`src/hw/rtl/bfiq_pkg.sv`:
```
// Shared constants, command codes, register indexes and config struct for the
// double-hashing Bloom filter block. No dependencies.
`timescale 1ns / 1ps

package bfiq_pkg;

	// Field widths
	localparam int HASH_W  = 64;
	localparam int CMD_W   = 2;
	localparam int TOTAL_W = 32;
	localparam int USED_W  = 17;
	localparam int HCNT_W  = 5;

	// APB port geometry: two registers at byte addresses 0 and 4
	localparam int APB_AW      = 3;
	localparam int APB_DW      = 32;
	localparam int REG_IDX_LSB = 2;

	// Bit store rows
	localparam int ROW_W   = 64;
	localparam int ROW_LSB = 6;

	// Defaults for top-level parameters
	localparam int DEF_STORE_BITS = 65536;
	localparam int DEF_MAX_PROBES = 16;

	// Command codes; code 3 is ignored
	typedef logic [CMD_W-1:0] bfiq_cmd_t;
	localparam bfiq_cmd_t CMD_ADD   = 2'd0;
	localparam bfiq_cmd_t CMD_QUERY = 2'd1;
	localparam bfiq_cmd_t CMD_CLEAR = 2'd2;

	// Register indexes
	typedef logic [0:0] bfiq_reg_idx_t;
	localparam bfiq_reg_idx_t REG_USED_BITS  = 1'b0;
	localparam bfiq_reg_idx_t REG_HASH_COUNT = 1'b1;

	// Register reset values
	localparam logic [USED_W-1:0] USED_BITS_RST  = 17'd65536;
	localparam logic [HCNT_W-1:0] HASH_COUNT_RST = 5'd4;

	localparam logic [TOTAL_W-1:0] TOTAL_MAX = '1;

	typedef struct packed {
		logic [USED_W-1:0] used_bits;
		logic [HCNT_W-1:0] hash_count;
	} bfiq_cfg_t;

endpackage

```
`src/hw/rtl/bfiq_cfg_regs.sv`:
```
// APB register file: used_bits and hash_count.
// Depends on bfiq_pkg.
`timescale 1ns / 1ps

module bfiq_cfg_regs import bfiq_pkg::*; (
	input  logic              clk,
	input  logic              arst_n,
	input  logic              psel,
	input  logic              penable,
	input  logic              pwrite,
	input  logic [APB_AW-1:0] paddr,
	input  logic [APB_DW-1:0] pwdata,
	output logic [APB_DW-1:0] prdata,
	output logic              pready,
	output bfiq_cfg_t         cfg
);

	logic [USED_W-1:0] used_bits_q;
	logic [HCNT_W-1:0] hash_count_q;
	bfiq_reg_idx_t     reg_idx;
	logic              wr_en;

	assign pready  = 1'b1;
	assign reg_idx = paddr[REG_IDX_LSB];
	assign wr_en   = psel & penable & pwrite & pready;

	// register writes, data masked to register width
	always_ff @(posedge clk or negedge arst_n) begin
		if (!arst_n) begin
			used_bits_q  <= USED_BITS_RST;
			hash_count_q <= HASH_COUNT_RST;
		end else if (wr_en) begin
			unique case (reg_idx)
				REG_USED_BITS:  used_bits_q  <= pwdata[USED_W-1:0];
				REG_HASH_COUNT: hash_count_q <= pwdata[HCNT_W-1:0];
			endcase
		end
	end

	// read mux
	always_comb begin
		unique case (reg_idx)
			REG_USED_BITS:  prdata = APB_DW'(used_bits_q);
			REG_HASH_COUNT: prdata = APB_DW'(hash_count_q);
		endcase
	end

	assign cfg.used_bits  = used_bits_q;
	assign cfg.hash_count = hash_count_q;

endmodule

```
`config.mk`:
```
export PLATFORM = sky130hd
export DESIGN_NAME = bfiq_cfg_regs
export DESIGN_NICKNAME = d
export VERILOG_FILES = /design/src/hw/rtl/bfiq_pkg.sv /design/src/hw/rtl/bfiq_cfg_regs.sv
export SDC_FILE = /design/constraint.sdc
export NUM_CORES = 1
export LEC_CHECK = 0
export ABC_AREA = 1
export BUFFER_PORTS_ARGS = -buffer_cell sky130_fd_sc_hd__buf_2
export CORE_AREA = 4 4 59 61
export CTS_CLUSTER_DIAMETER = 120
export DETAILED_ROUTE_END_ITERATION = 12
export DIE_AREA = 0 0 63 65
export GPL_TIMING_DRIVEN = 1
export PLACE_DENSITY = 0.81
export SLEW_MARGIN = 20
export SYNTH_ARGS = -nofsm -noshare
export SYNTH_HDL_FRONTEND = slang
export SYNTH_SLANG_ARGS = --single-unit
export TNS_END_PERCENT = 20
```
`constraint.sdc`:
```
create_clock -name clk -period 1.5 [get_ports clk]
set_input_delay 0.225 -clock clk [delete_from_list [all_inputs] [get_ports clk]]
set_output_delay 0.225 -clock clk [all_outputs]
set_load 0.05 [all_outputs]
```
==> flow_metrics.env, run 1 <==
export IMPL_synth_top_area_share_pct=41.6
export IMPL_drv_cap=0
export IMPL_io_pins=95
export IMPL_synth_cell_types=14
export IMPL_die_w_um=63
export IMPL_critical_path_required_ps=1270
export IMPL_synth_top_family_by_area="simple AND/OR/NAND/NOR gates"
export IMPL_setup_viol=0
export IMPL_grt_pass1_wl_mm=4.55
export IMPL_grt_start_max_net_pins=23
export IMPL_mostFrequentLayoutCells="nand2_1, buf_2, nand3_1"
export IMPL_synthMuxAreaShare_pct=0
export IMPL_finalClockSkew_ps=0
export IMPL_clock_sinks=22
export IMPL_grt_total_usage_pct=13.8
export IMPL_power_density_nw_per_um2=1500
export IMPL_syn_to_final_growth_pct=24.8
export IMPL_first_pass_iters=4
export IMPL_wl_mm=2.75
export IMPL_syn_instance_count=158
export IMPL_wl_per_cell_um=11.0
export IMPL_regArea_sq_um=553
export IMPL_numCtsBuffers=3
export IMPL_hp_class="primary input to flip-flop"
export IMPL_die_area_sq_um=4100
export IMPL_holdWs_ps=126
export IMPL_core_sq_um=2980
export IMPL_critPathLaunchType="flip-flop"
export IMPL_synthTopCellsByArea="dfrtp_1, nand2_1, buf_4"
export IMPL_grt_pass1_vias=994
export IMPL_rsz0062_at_grt="no"
export IMPL_worst_ep_arrival_time_ps=1220
export IMPL_cts_tree="yes"
export IMPL_synth_compound_area_share_pct=0
export IMPL_crit_path_end_kind="primary output"
export IMPL_via_count=1079
export IMPL_ys_ff_latch=22
export IMPL_met1_usage_pct=16.1
export IMPL_htreeDepth=1
export IMPL_num_antenna_cells=0
export IMPL_leakage_nw=0.940
export IMPL_setup_worst_path_class="flip-flop to primary output"
export IMPL_multi_input_area_sq_um=484
export IMPL_grtUsageMet3_pct=2.77
export IMPL_path_delay_family="flip-flops"
export IMPL_hold_viol=0
export IMPL_dp_cells=245
export IMPL_viasPerCell=4.32
export IMPL_top_usage_layer="met2"
export IMPL_final_area_sq_um=1500
export IMPL_clockBufferDepth=2
export IMPL_worstPathCellList="inv_1 > nor2_2 > buf_2"
export IMPL_routabilityCongestion=0.690
export IMPL_drc_errors=0
export IMPL_drive_above_1_share_pct=34.1
export IMPL_fin_ws_ps=55.7
export IMPL_overflow=0
export IMPL_die_h_um=65
export IMPL_yosys_area_share_adder_pct=0
export IMPL_start_util_pct=40.4
export IMPL_period_share_pct=96.3
export IMPL_slowest_delay_ps=560
export IMPL_drt_initial_drc_count=14
export IMPL_synth_yosys_seq_area_share_pct=46.0
export IMPL_ir_drop_mv=0.700
export IMPL_antenna_found_initial=0
export IMPL_fill_cells=311
export IMPL_dp_hpwl_mm=2.09
export IMPL_max_freq_mhz=692
export IMPL_grtUsageMet2_pct=25.0
export IMPL_synthXorXnorAreaFrac_pct=0
export IMPL_cts_clk_slew_worst_paths_ps=120
export IMPL_synth_cell_area_sq_um=1200
export IMPL_synthSimpleGateAreaFrac_pct=34.9
export IMPL_critical_path_max_fanout=3
export IMPL_outcome="finished, final reports clean"
export IMPL_yosys_area_top_type="dfrtp_1"
export IMPL_dp_slack_ps=190
export IMPL_path_buf_inv=2
export IMPL_fin_crit_ps=1440
export IMPL_syn_avg_cell_area_sq_um=7.61
export IMPL_ant_nets=0
export IMPL_fin_nets=258
export IMPL_yosysWarnings=0
export IMPL_post_dp_cell_area_sq_um=1450
export IMPL_rows=20
export IMPL_root_buffer="clkbuf_4"
export IMPL_clock_latency_ps=300
export IMPL_slowest_stage="dfstp_2"
export IMPL_slew_viol_final=0
export IMPL_fin_cells=250
export IMPL_port_buffers=61
## registers in the layout (all words and copies together) (netlist names)
| name | count |
|---|---|
| hash_count_q | 5 |
| used_bits_q | 17 |
## routing by layer
layer | vias to the layer above | wire length (um) | share of wire, %
met2 | 40 | 1320 | 48
met4 | 0 | 18 | 0.65
met3 | 2 | 210 | 7.6
met1 | 466 | 1210 | 44
li1 | 571 | - | -
met5 | - | 0 | 0
## logic make-up after synthesis
| group | count (synthesis) |
|---|---|
| buf+inv | 37 |
| flops | 22 |
| other cells | 2 |
| simple gates | 97 |
## per-stage QoR
stage / setup TNS, ps / total power [mW] / util (%)
3_3_place_gp: 0 / 1.93 / 48.7
4_1_cts: 0 / 2.26 / 50.3
3_5_place_dp: 0 / 1.94 / 48.7
5_1_grt: 0 / 2.37 / 50.4
6_report: 0 / 2.24 / 50.4
2_1_floorplan: -819 / 1.72 / -
## worst min-delay path, delay by kind of cell
kind / cells / cell delay (ps)
buffers and inverters: 1 / 90
AND/OR/NAND/NOR: 2 / 120
## cells in the mapped netlist (all sizes together)
library cell	count
nand2	60
buf	23
nand3	22
dfrtp	20
inv	14
nor2	13
conb	2
dfstp	2
nand4	2
## layout make-up
class	count	area share [%]
timing repair buffer	64	22.2
clock buffer	4	2.42
multi-input combinational	113	32.3
sequential	22	36.9
inverter	14	3.50
tap	33	2.75
## power breakdown
group	total, mW	internal (mW)	switching, mW	leakage, nW
combinational	1.13	0.216	0.915	0.646
clock	0.322	0.148	0.174	0.0210
sequential	0.791	0.711	0.0799	0.273
total	2.24	1.08	1.17	0.940
## path summary, 6_finish.rpt
| path | start | to | depth (start not counted) | slack [ps] |
|---|---|---|---|---|
| setup / recovery | used_bits_q[16]$_DFFE_PN1P_ | prdata[16] | 3 | 60 |
| hold / removal | pwdata[16] | used_bits_q[16]$_DFFE_PN1P_ | 3 | 130 |
| setup reg to reg | used_bits_q[16]$_DFFE_PN1P_ | used_bits_q[16]$_DFFE_PN1P_ | 2 | 780 |
| hold reg to reg | hash_count_q[2]$_DFFE_PN1P_ | hash_count_q[2]$_DFFE_PN1P_ | 2 | 480 |
| max in group asynchronous | arst_n | used_bits_q[16]$_DFFE_PN1P_ | 2 | 730 |
| min in group asynchronous | arst_n | hash_count_q[3]$_DFFE_PN0P_ | 2 | 410 |
## timing repair
action,in CTS,in global routing
resized for setup,0,1
hold buffers,1,0
setup endpoints to repair,0,1
setup buffers,0,0
hold endpoints to repair,20,0
Power figures use the tool's default switching activity.
==> run 2, diff against run 1 <==
--- a/config.mk
+++ b/config.mk
@@ -7,14 +7,13 @@
 export LEC_CHECK = 0
 export ABC_AREA = 1
 export BUFFER_PORTS_ARGS = -buffer_cell sky130_fd_sc_hd__buf_2
-export CORE_AREA = 4 4 59 61
+export CORE_AREA = 4 4 61 63
 export CTS_CLUSTER_DIAMETER = 120
 export DETAILED_ROUTE_END_ITERATION = 12
-export DIE_AREA = 0 0 63 65
+export DIE_AREA = 0 0 65 67
 export GPL_TIMING_DRIVEN = 1
-export PLACE_DENSITY = 0.81
+export PLACE_DENSITY = 0.77
 export SLEW_MARGIN = 20
 export SYNTH_ARGS = -nofsm -noshare
 export SYNTH_HDL_FRONTEND = slang
 export SYNTH_SLANG_ARGS = --single-unit
-export TNS_END_PERCENT = 20
==> constraint.sdc (replaced) <==
create_clock -name clk -period 1.65 [get_ports clk]
set_input_delay 0.2475 -clock clk [delete_from_list [all_inputs] [get_ports clk]]
set_output_delay 0.2475 -clock clk [all_outputs]
set_load 0.05 [all_outputs]
==> run 2 against run 1 <==
Effect of this change: flip-flop and latch count stayed put; sequential power fell by 8.8%; register-to-register slack improved by 150 ps; clock skew did not move; total power is 9.3% lower; critical path depth unchanged; non-clock buffer count is the same; final cell count is 5.2% higher; design area up 0.58%; clock power fell by 9.3%; critical endpoint unchanged.
==> flow_metrics.env, run 2 (synthesized netlist as in run 1, its figures left out) <==
export IMPL_first_pass_iters=4
export IMPL_io_pins=95
export IMPL_ir_drop_mv=0.564
export IMPL_wl_per_cell_um=10.6
export IMPL_reg_top3="used_bits_q x17, hash_count_q x5"
export IMPL_critical_path_required_ps=1400
export IMPL_slowest_delay_ps=560
export IMPL_die_area_sq_um=4360
export IMPL_ant_nets=0
export IMPL_post_route_util_pct=46.7
export IMPL_overflow=0
export IMPL_port_buffers=61
export IMPL_drt_initial_drc_count=20
export IMPL_root_buffer="clkbuf_4"
export IMPL_cts_clk_slew_worst_paths_ps=120
export IMPL_slew_viol_final=0
export IMPL_fin_crit_ps=1490
export IMPL_hold_end="used_bits_q[16]$_DFFE_PN1P_"
export IMPL_rsz0062_at_grt="no"
export IMPL_rows=21
export IMPL_period_share_pct=90.1
export IMPL_dp_hpwl_mm=2.09
export IMPL_largest_reg_flops=17
export IMPL_hp_class="primary input to flip-flop"
export IMPL_slowest_stage="dfstp_2"
export IMPL_grt_pass1_vias=1061
export IMPL_grt_total_usage_pct=14.0
export IMPL_die_w_um=65
export IMPL_worstReg2RegEnd="used_bits_q[16]$_DFFE_PN1P_"
export IMPL_path_depth=3
export IMPL_critical_path_max_fanout=3
export IMPL_grt_pass1_wl_mm=4.73
export IMPL_largest_register="used_bits_q"
export IMPL_htreeDepth=1
export IMPL_max_freq_mhz=672
export IMPL_top_usage_layer="met2"
export IMPL_met1_usage_pct=16.4
export IMPL_worst_ep_arrival_time_ps=1240
export IMPL_setup_worst_path_class="flip-flop to primary output"
export IMPL_path_buf_inv=2
export IMPL_leakage_nw=0.940
export IMPL_hold_start="pwdata[16]"
export IMPL_grtUsageMet3_pct=2.19
export IMPL_seq_power_share_pct=35.4
export IMPL_worstReg2RegStart="used_bits_q[16]$_DFFE_PN1P_"
export IMPL_final_common_cell="buf_2"
export IMPL_clock_sinks=22
export IMPL_num_antenna_cells=0
export IMPL_clockBufferDepth=2
export IMPL_reg2reg_depth=2
export IMPL_startpoint="used_bits_q[16]$_DFFE_PN1P_"
export IMPL_finalClockSkew_ps=0
export IMPL_critPathLaunchType="flip-flop"
export IMPL_rrSetupSlack_ps=930
export IMPL_totalNegativeSetupSlack_ps=0
export IMPL_viasPerCell=4.24
export IMPL_p_total_mw=2.04
export IMPL_grt_start_max_net_pins=23
export IMPL_p_int_uw=975
export IMPL_outcome="finished, final reports clean"
export IMPL_core_sq_um=3230
export IMPL_crit_path_end_kind="primary output"
export IMPL_combPwrFrac_pct=50.2
export IMPL_die_h_um=67
export IMPL_drv_cap=0
export IMPL_switching_share_pct=52.1
export IMPL_wl_mm=2.78
export IMPL_clock_latency_ps=300
export IMPL_switchingPower_mw=1.06
export IMPL_start_util_pct=37.2
export IMPL_via_count=1116
export IMPL_mostFrequentLayoutCells="buf_2, nand2_1, nand3_1"
export IMPL_setup_viol=0
export IMPL_power_density_nw_per_um2=1350
export IMPL_clkPwrFrac_pct=14.4
export IMPL_path_delay_family="flip-flops"
export IMPL_fin_nets=258
export IMPL_drc_errors=0
export IMPL_hold_viol=0
export IMPL_drive_above_1_share_pct=33.2
export IMPL_holdWs_ps=149
export IMPL_post_cts_setup_buffer_count=0
export IMPL_holdPathStages=3
export IMPL_grtUsageMet2_pct=25.2
export IMPL_worstPathCellList="inv_1 > nor2_1 > buf_2"
export IMPL_antenna_found_initial=0
export IMPL_syn_to_final_growth_pct=25.5
export IMPL_routabilityCongestion=0.705
export IMPL_cts_tree="yes"
export IMPL_numCtsBuffers=3
## run 2: worst max-delay path by stage
stage	to	slack (ps)
after floorplan	prdata[16]	6
after global placement	prdata[4]	280
after detailed placement	prdata[4]	290
after CTS	prdata[16]	150
after global routing	prdata[16]	90
final	prdata[16]	160
## run 2: repair_timing
action                    in CTS  in global routing
resized for setup              0                  0
hold endpoints to repair      20                  0
hold buffers                   1                  0
## run 2: worst register-to-register path, stage by stage (launching register included)
cell	delay (ps)
dfstp_2	560
nand2_1	50
nand2_1	60
## run 2: power by group through the flow
stage / clock network, mW / registers [mW] / logic [mW]
detailed placement: 0 / 0.732 / 1.03
floorplan: 0 / 1.09 / 0.470
CTS: 0.305 / 0.722 / 1.03
global route: 0.327 / 0.742 / 1.08
finish: 0.292 / 0.721 / 1.02
global placement: 0 / 0.732 / 1.02
## run 2: metal layers
metal  vias to the layer above  share of wire [%]  wire [um]
met1                       512                 40       1110
li1                        566                  -          -
met3                         2                7.1        197
met5                         -                  0          0
met4                         0               0.54         15
met2                        36                 53       1460
## run 2: final cells by class
| cell class | count | area (sq um) |
|---|---|---|
| clock buffers | 4 | 36.3 |
| repair buffers | 64 | 330 |
| multi-input cells | 113 | 479 |
| well taps | 46 | 57.6 |
| flip-flops and latches | 22 | 553 |
| fillers | 362 | 1720 |
| inverters | 14 | 52.6 |
## run 2: through the flow
step	setup slack [ps]	cells	cell area (sq um)
after global placement	275	258	1460
after global routing	89.4	263	1510
after CTS	147	263	1510
after floorplan	5.85	172	1250
after detailed placement	286	258	1460
final	163	263	1510
