`src/hw/rtl/bfiq_pkg.sv`:
```
// Shared constants, command codes, register indexes and config struct for the
// double-hashing Bloom filter block. No dependencies.
`timescale 1ns / 1ps

package bfiq_pkg;

	// Field widths
	localparam int HASH_W  = 64;
	localparam int CMD_W   = 2;
	localparam int TOTAL_W = 32;
	localparam int USED_W  = 17;
	localparam int HCNT_W  = 5;

	// APB port geometry: two registers at byte addresses 0 and 4
	localparam int APB_AW      = 3;
	localparam int APB_DW      = 32;
	localparam int REG_IDX_LSB = 2;

	// Bit store rows
	localparam int ROW_W   = 64;
	localparam int ROW_LSB = 6;

	// Defaults for top-level parameters
	localparam int DEF_STORE_BITS = 65536;
	localparam int DEF_MAX_PROBES = 16;

	// Command codes; code 3 is ignored
	typedef logic [CMD_W-1:0] bfiq_cmd_t;
	localparam bfiq_cmd_t CMD_ADD   = 2'd0;
	localparam bfiq_cmd_t CMD_QUERY = 2'd1;
	localparam bfiq_cmd_t CMD_CLEAR = 2'd2;

	// Register indexes
	typedef logic [0:0] bfiq_reg_idx_t;
	localparam bfiq_reg_idx_t REG_USED_BITS  = 1'b0;
	localparam bfiq_reg_idx_t REG_HASH_COUNT = 1'b1;

	// Register reset values
	localparam logic [USED_W-1:0] USED_BITS_RST  = 17'd65536;
	localparam logic [HCNT_W-1:0] HASH_COUNT_RST = 5'd4;

	localparam logic [TOTAL_W-1:0] TOTAL_MAX = '1;

	typedef struct packed {
		logic [USED_W-1:0] used_bits;
		logic [HCNT_W-1:0] hash_count;
	} bfiq_cfg_t;

endpackage

```
`src/hw/rtl/bfiq_mod_unit.sv`:
```
// Iterative remainder unit: hash_a mod m, hash_b mod m and 2^64 mod m,
// four dividend bits per cycle in three parallel lanes. Depends on bfiq_pkg.
`timescale 1ns / 1ps

module bfiq_mod_unit import bfiq_pkg::*; #(
	parameter int MW = 17
) (
	input  logic              clk,
	input  logic              arst_n,
	input  logic              start,
	input  logic [HASH_W-1:0] a,
	input  logic [HASH_W-1:0] b,
	input  logic [MW-1:0]     m,
	output logic              done,
	output logic [MW-1:0]     a_mod,
	output logic [MW-1:0]     b_mod,
	output logic [MW-1:0]     w
);

	localparam int DPC   = 4;
	localparam int STEPS = HASH_W / DPC;
	localparam int SCW   = $clog2(STEPS);

	logic              busy_q;
	logic              done_q;
	logic [SCW-1:0]    step_q;
	logic [HASH_W-1:0] sa_q;
	logic [HASH_W-1:0] sb_q;
	logic [MW-1:0]     ra_q, rb_q, ro_q;
	logic [MW-1:0]     ra_n, rb_n, ro_n;
	logic [MW:0]       ro_inc;

	// one restoring step: shift in a bit, subtract modulus if it fits
	function automatic logic [MW-1:0] rem_step(input logic [MW-1:0] r,
		input logic bit_in, input logic [MW-1:0] md);
		logic [MW:0] t;
		t = {r, bit_in};
		if (t >= {1'b0, md})
			t = t - {1'b0, md};
		return t[MW-1:0];
	endfunction

	// four steps per cycle; the third lane reduces 2^64-1
	always_comb begin
		ra_n = ra_q;
		rb_n = rb_q;
		ro_n = ro_q;
		for (int j = 0; j < DPC; j++) begin
			ra_n = rem_step(ra_n, sa_q[HASH_W-1-j], m);
			rb_n = rem_step(rb_n, sb_q[HASH_W-1-j], m);
			ro_n = rem_step(ro_n, 1'b1, m);
		end
	end

	// step control
	always_ff @(posedge clk or negedge arst_n) begin
		if (!arst_n) begin
			busy_q <= 1'b0;
			done_q <= 1'b0;
			step_q <= '0;
		end else begin
			done_q <= 1'b0;
			if (start) begin
				busy_q <= 1'b1;
				step_q <= '0;
			end else if (busy_q) begin
				step_q <= step_q + 1'b1;
				if (step_q == SCW'(STEPS - 1)) begin
					busy_q <= 1'b0;
					done_q <= 1'b1;
				end
			end
		end
	end

	// dividend shifters and partial remainders
	always_ff @(posedge clk) begin
		if (start) begin
			sa_q <= a;
			sb_q <= b;
			ra_q <= '0;
			rb_q <= '0;
			ro_q <= '0;
		end else if (busy_q) begin
			sa_q <= sa_q << DPC;
			sb_q <= sb_q << DPC;
			ra_q <= ra_n;
			rb_q <= rb_n;
			ro_q <= ro_n;
		end
	end

	// 2^64 mod m = ((2^64-1) mod m + 1) mod m
	assign ro_inc = {1'b0, ro_q} + 1'b1;
	assign w      = (ro_inc == {1'b0, m}) ? '0 : ro_inc[MW-1:0];
	assign a_mod  = ra_q;
	assign b_mod  = rb_q;
	assign done   = done_q;

endmodule

```
`config.mk`:
```
export PLATFORM = sky130hd
export DESIGN_NAME = bfiq_mod_unit
export DESIGN_NICKNAME = d
export VERILOG_FILES = /design/src/hw/rtl/bfiq_pkg.sv /design/src/hw/rtl/bfiq_mod_unit.sv
export SDC_FILE = /design/constraint.sdc
export NUM_CORES = 1
export LEC_CHECK = 0
export BUFFER_PORTS_ARGS = -buffer_cell sky130_fd_sc_hd__buf_2
export CAP_MARGIN = 20
export CORE_MARGIN = 5
export CORE_UTILIZATION = 28
export CTS_CLUSTER_SIZE = 24
export DETAILED_ROUTE_END_ITERATION = 8
export HOLD_SLACK_MARGIN = 0.12
export PLACE_DENSITY = 0.56
export SYNTH_ARGS = -nofsm -noshare
export SYNTH_HDL_FRONTEND = slang
export SYNTH_SLANG_ARGS = --single-unit
```
`constraint.sdc`:
```
create_clock -name clk -period 13.1 [get_ports clk]
set_clock_uncertainty 0.2 [all_clocks]
set_input_delay 1.31 -clock clk [delete_from_list [all_inputs] [get_ports clk]]
set_output_delay 1.31 -clock clk [all_outputs]
set_load 0.005 [all_outputs]
```
==> summary.md, run 1 <==
| Metric | Value |
|---|---|
| Core area | between 60000 and 70000 sq um |
| Post-DP HPWL | ~54 mm |
| Most common cell after layout, fill and taps aside | nor2_1 |
| Final setup viols | 0 |
| Seq/Total Area, Yosys | between 20 and 30% |
| EDFF count, synth | ~130 |
| Fmax | slightly above 80 MHz |
| Critical Path RT | between 10 and 15 ns |
| Vias | around 18000 |
| Final Net Count | 2772 |
| Starting Density | ~28% |
| DR WL/cell | approximately 20 um |
| Critical Path Sink Type | flip-flop |
| Largest net degree at the start of global routing | 88 |
| Clk buf depth | 2 |
| PortBufs | 199 |
| Startpoint Class | input port |
| Post-synth ARST share | under 10% |
| Worst reg2reg setup slack | about 1.5 ns |
| RSZ-0062 raised after global routing | no |
| Worst-path clk slew | approximately 0.08 ns |
| CTS buffer count | 17 |
| Chip height | between 200 and 300 um |
| Hold_sp | a_mod[13]$_SDFFE_PP0P_ |
| Worst R2R Path Depth | between 40 and 50 |
| All-Layer GR Usage | between 15 and 20% |
| CP max-delay cell | or4_1 |
| Hold Crit Endpoint | a_mod[13]$_SDFFE_PP0P_ |
| Vias in the first global route | around 18000 |
| CTS tree | built |
| Congestion Overflow GR | 0 |
| Area growth from synthesis to layout | 16.45% |
| Die X-Extent | approximately 270 um |
| CP arrival | approximately 13 ns |
| Hold Path Stages | 2 |
| Slew @ Worst Pin | slightly above 1 ns |
| Rows | 96 |
| Detail Route Antenna Nets | 0 |
| Post-route DRC | 0 |
| CTS root buf | clkbuf_16 |
| Ys Warns | 0 |
| Hold WC Path Type | flip-flop to flip-flop |
| Worst slew margin | between 30% and 40% |
| Syn_nets | ~2500 |
| Most frequent cells in the layout | 220 x nor2_1, 202 x ha_1, 198 x buf_2 |
| Area after DPL | ~22000 sq um |
| Cells after Synth | 2165 |
| First-pass GRT wire length | 103.3 mm |
| # clock sinks | 185 |
| Fin area | 22730 sq um |
| Pins Over Slew Limit | 0 |
| Reported max-cap violation count | 0 |
| Worst R2R End | a_mod[1]$_SDFFE_PP0P_ |
| Unique masters post-synth | 86 |
| WS Path Type | input port to flip-flop |
| Critical path peak fanout | 11 |
| I/O pins | 200 |
| Drt via density | between 5 and 6 |
| Seq cells post-synth | 185 |
| Syn avg cell area | approximately 9 sq um |
| Final period utilization | between 90% and 100% |
| Placer Congestion | approximately 0.96 |
| Post-CTS Setup Inserts | 0 |
| Worst-Skew Late Latency | a little under 0.5 ns |
| Die Area | between 70000 and 80000 sq um |
| First-pass DRT Iterations | 6 |
| Crit Reg-Reg Startpoint | sa_q[63]$_DFFE_PP_ |
| Final WL | 68.07 mm |
| Layout cells sized above 1 | 22.99% |
| CP peak stage delay | between 0.5 and 0.6 ns |
| Min Clock Period, post-route | roughly 12 ns |
| Cell area after synthesis | 19510 sq um |
| Initial antenna violation count | 4 |
| Post-synth top flop | edfxtp_1 |
| CTS H-tree lvls | 4 |
| Iter 0 DRT Violations | 1434 |
| Status | completed |
| Hold Vio Cnt, Final | 0 |
[per-stage QoR]
| step | setup slack [ns] | hold slack (ns) | util (%) | TNS [ns] | cells |
|---|---|---|---|---|---|
| floorplan | 1.104 | 0.2963 | - | 0 | 2165 |
| global placement | 0.06268 | 0.3192 | 32.16 | 0 | 3321 |
| detailed placement | -0.1448 | 0.3307 | 32.16 | -0.3433 | 3321 |
| CTS | 0.3620 | 0.3353 | 32.97 | 0 | 3353 |
| global route | 0.06215 | 0.3536 | 33.00 | 0 | 3354 |
| finish | 0.6806 | 0.3347 | 33.02 | 0 | 3358 |
[synthesized netlist by cell type, types with 8 or more instances]
cell type  count  area [sq um]
a2111oi_0     14         122.6
a21boi_0      14         105.1
a211oi_1      47         352.8
nor2b_1       38         237.7
xnor2_1      127          1112
fa_1          12         240.2
nor4_1        10         62.56
nor2_1       220         825.8
nor3_1        61         305.3
nand2b_1      23         143.9
or3_1         13         81.33
nand3_1       46         230.2
o211ai_1      18         135.1
mux2i_1       43         430.4
a21oi_1      147         735.7
inv_1         89         334.1
or2_2          8         50.05
a21o_1        51         382.9
dfxtp_1       51          1021
and2_1        15         93.84
and3_1        18         112.6
a211o_1        9         78.83
edfxtp_1     128          3844
o21a_1        38         285.3
a221o_1       11         110.1
a31o_2         8         70.07
mux2_2       195          2196
ha_1         202          2527
xor2_1        49         429.2
o21bai_1      13         97.59
clkbuf_1      51         191.4
o21ai_0       92         460.4
o31ai_1       12         90.09
nand4_1       36         225.2
a31oi_1       11         68.82
nand2_1      113         424.2
[logic make-up (layout without fill, tap and decap cells)]
kind of cell / Yosys count / after routing / synth area share, %
compound gates: 571 / 571 / 20.18
xor+xnor: 176 / 176 / 7.899
fa+ha+maj: 214 / 214 / 14.18
buf+inv: 159 / 417 / 3.347
flops: 185 / 185 / 25.70
mux: 239 / 239 / 13.52
other cells: 0 / 4 / 0
simple gates: 621 / 621 / 15.18
[routing by layer]
metal  vias up  wire length (um)  track usage (%)
met4         2              1334            4.235
met1      8593             30770            23.67
li1       8643                 -                -
met5         -                13                0
met2       581             31410            29.15
met3        82              4547            3.439
[sequential cells by signal, summed over array words and instances, names as in the netlist]
signal,count
a_mod,17
b_mod,17
busy_q,1
done,1
ro_q,17
sa_q,64
sb_q,64
step_q,4
[final cells by class]
class	count	area [sq um]
antenna	4	10.01
clock buffer	17	425.4
clock inverter	15	132.6
fill	7117	46100
inverter	89	334.1
multi-input combinational	1821	13890
sequential	185	5016
tap	931	1165
timing repair buffer	296	1755
[worst max-delay path by stage]
stage	end	slack [ns]	startpoint
after CTS	ro_q[2]$_SDFFE_PP0P_	0.36	m[2]
after global routing	ro_q[2]$_SDFFE_PP0P_	0.06	m[2]
final	ro_q[2]$_SDFFE_PP0P_	0.68	m[2]
after floorplan	b_mod[13]$_SDFFE_PP0P_	1.10	m[1]
after detailed placement	ro_q[2]$_SDFFE_PP0P_	-0.14	m[2]
after global placement	ro_q[2]$_SDFFE_PP0P_	0.06	m[2]
[repair_timing]
item	CTS	global route
hold buffers	0	0
setup endpoints to repair	0	17
resized for setup	0	3
endpoints found under the hold margin	0	0
[critical path, delay by kind of cell]
kind,cells,cell delay [ns]
compound gates,21,5.57
fa+ha+maj,4,1.21
buf+inv,8,1.47
mux,4,1.33
simple gates,8,1.71
Power of run 1 is not shown: default switching activity piles up to over one toggle a cycle in this logic, so the estimate is an artifact.
==> inputs of run 2 (changes only) <==
--- a/config.mk
+++ b/config.mk
@@ -8,11 +8,11 @@
 export BUFFER_PORTS_ARGS = -buffer_cell sky130_fd_sc_hd__buf_2
 export CAP_MARGIN = 20
 export CORE_MARGIN = 5
-export CORE_UTILIZATION = 28
+export CORE_UTILIZATION = 52
 export CTS_CLUSTER_SIZE = 24
 export DETAILED_ROUTE_END_ITERATION = 8
 export HOLD_SLACK_MARGIN = 0.12
-export PLACE_DENSITY = 0.56
+export PLACE_DENSITY = 0.84
 export SYNTH_ARGS = -nofsm -noshare
 export SYNTH_HDL_FRONTEND = slang
 export SYNTH_SLANG_ARGS = --single-unit
==> run 2 against run 1 <==
  * Die area down 45%
  * Final cell count down 14%
  * First-iteration DRC count up 7.0%
  * Sequential share of layout area up 0.90 points
  * Register-to-register slack better by 0.08 ns
  * Critical path depth unchanged
  * Design area down 3.9%
  * Largest cell class unchanged
==> summary.md, run 2 (same netlist as run 1, synthesis figures left out) <==
| Metric | Value |
|---|---|
| Status | completed |
| RSZ-0062 raised after global routing | no |
| Congestion Overflow GR | 0 |
| All-Layer GR Usage | about 29% |
| I/O pins | 200 |
| Placer Congestion | between 1 and 1.5 |
| CP max-delay cell | or4_1 |
| Hold Path Stages | 1 |
| Worst-path clk slew | around 0.08 ns |
| Area growth from synthesis to layout | 11.90% |
| Slew @ Worst Pin | roughly 1.0 ns |
| Final Net Count | roughly 2700 |
| Most common cell after layout, fill and taps aside | nor2_1 |
| Worst R2R Path Depth | 42 |
| Hold buffer count at cts | 0 |
| CTS H-tree lvls | 4 |
| Critical Path RT | 13.24 ns |
| CP peak stage delay | roughly 0.52 ns |
| Hold_sp | sa_q[28]$_DFFE_PP_ |
| Final setup viols | 0 |
| Fill count | between 3000 and 4000 |
| Rows | 71 |
| Crit Reg-Reg Startpoint | sb_q[63]$_DFFE_PP_ |
| Starting Density | ~52% |
| WS Path Type | input port to flip-flop |
| Critical path peak fanout | 19 |
| Finished Layout Cells | ~2900 |
| Final period utilization | 94.87% |
| Core area | between 30000 and 40000 sq um |
| Final setup margin | ~0.67 ns |
| First-pass GRT wire length | between 90 and 100 mm |
| Met2 routed WL | between 20 and 30 mm |
| Chip height | roughly 200 um |
| CTS buffer count | 17 |
| DRT met1 WL | 24.18 mm |
| Detail Route Antenna Nets | 0 |
| Initial antenna violation count | 8 |
| Placement Setup Slack | -0.1564 ns |
| Placed insts | between 2000 and 3000 |
| Worst reg2reg setup slack | between 1.5 and 2 ns |
| Most frequent cells in the layout | 220 x nor2_1, 202 x ha_1, 198 x buf_2 |
| Fmax | roughly 80 MHz |
| Hold Crit Endpoint | sa_q[32]$_DFFE_PP_ |
| DR WL/cell | 21.20 um |
| Die Area | between 40000 and 50000 sq um |
| WL met3 | approximately 5.8 mm |
| Layout cells sized above 1 | a little over a fifth |
| CP arrival | ~13 ns |
| Hold WC Path Type | flip-flop to flip-flop |
| Post-DP HPWL | a little under 50 mm |
| Multi-input gate area | 13890 sq um |
| Top sig layer | met5 |
| Die X-Extent | about 200 um |
| Worst-Skew Late Latency | 0.45 ns |
| Worst slew margin | a little under a third |
| # clock sinks | about 190 |
| Hold Vio Cnt, Final | 0 |
| Vias | between 15000 and 20000 |
| CTS tree | built |
| Iter 0 DRT Violations | roughly 1500 |
| Post-route DRC | 0 |
| Worst R2R End | b_mod[3]$_SDFFE_PP0P_ |
| Startpoint Class | input port |
| Largest net degree at the start of global routing | 101 |
| Drt via density | 6.256 |
| Min Clock Period, post-route | ~12 ns |
| Vias in the first global route | around 17000 |
| Register area | ~5000 sq um |
| Pins Over Slew Limit | 0 |
| Largest registers | sa_q (64), sb_q (64) |
| First-pass DRT Iterations | 8 |
| PortBufs | between 150 and 200 |
| Clk buf depth | 2 |
| Fin Hold WS | 0.3452 ns |
| Critical Path Sink Type | flip-flop |
| Setup TNS | 0 ns |
| Reported max-cap violation count | 0 |
| CTS root buf | clkbuf_16 |
| Final WL | between 60 and 70 mm |
==> run 2: per-layer routing <==
metal | GRT usage, % | up-vias
li1 | - | 8558
met3 | 6.615 | 186
met2 | 47.28 | 860
met4 | 14.29 | 6
met1 | 35.09 | 8456
met5 | 0 | -
==> run 2: area by class of cell <==
type | count | area share, %
multi-input combinational | 1821 | 63.61
sequential | 185 | 22.97
timing repair buffer | 247 | 6.240
tap | 511 | 2.928
clock buffer | 19 | 1.982
inverter | 89 | 1.547
clock inverter | 13 | 0.6876
antenna | 3 | 0.03438
==> run 2: timing repair <==
item / in CTS / in global routing
endpoints found under the setup margin: 0 / 17
gates resized for setup: 0 / 5
buffers inserted: 0 / 0
==> run 2: through the flow <==
step           utilization [%]  instance area [sq um]
5_1_grt                  58.38                  21830
2_1_floorplan                -                  19520
3_5_place_dp             56.75                  21230
4_1_cts                  58.31                  21810
6_report                 58.39                  21840
3_3_place_gp             56.75                  21230
==> run 2: worst max-delay path by stage <==
stage / startpoint / end / cells after the start / slack, ns
4_1_cts: m[2] / ro_q[2]$_SDFFE_PP0P_ / 45 / 0.30
3_3_place_gp: m[2] / ro_q[2]$_SDFFE_PP0P_ / 45 / 0.28
5_1_grt: m[2] / b_mod[3]$_SDFFE_PP0P_ / 40 / 0.01
6_report: m[2] / ro_q[2]$_SDFFE_PP0P_ / 45 / 0.67
3_5_place_dp: m[2] / ro_q[2]$_SDFFE_PP0P_ / 45 / -0.16
2_1_floorplan: m[1] / b_mod[13]$_SDFFE_PP0P_ / 47 / 1.10
==> run 2: worst max-delay path: cells and delay by family <==
kind,cells,cell delay (ns)
muxes,3,1.04
AOI/OAI and AO/OA,21,5.49
buffers and inverters,7,1.37
adders and majority gates,4,1.27
and+or+nand+nor,10,2.08
Power of run 2 is left out for the same reason.
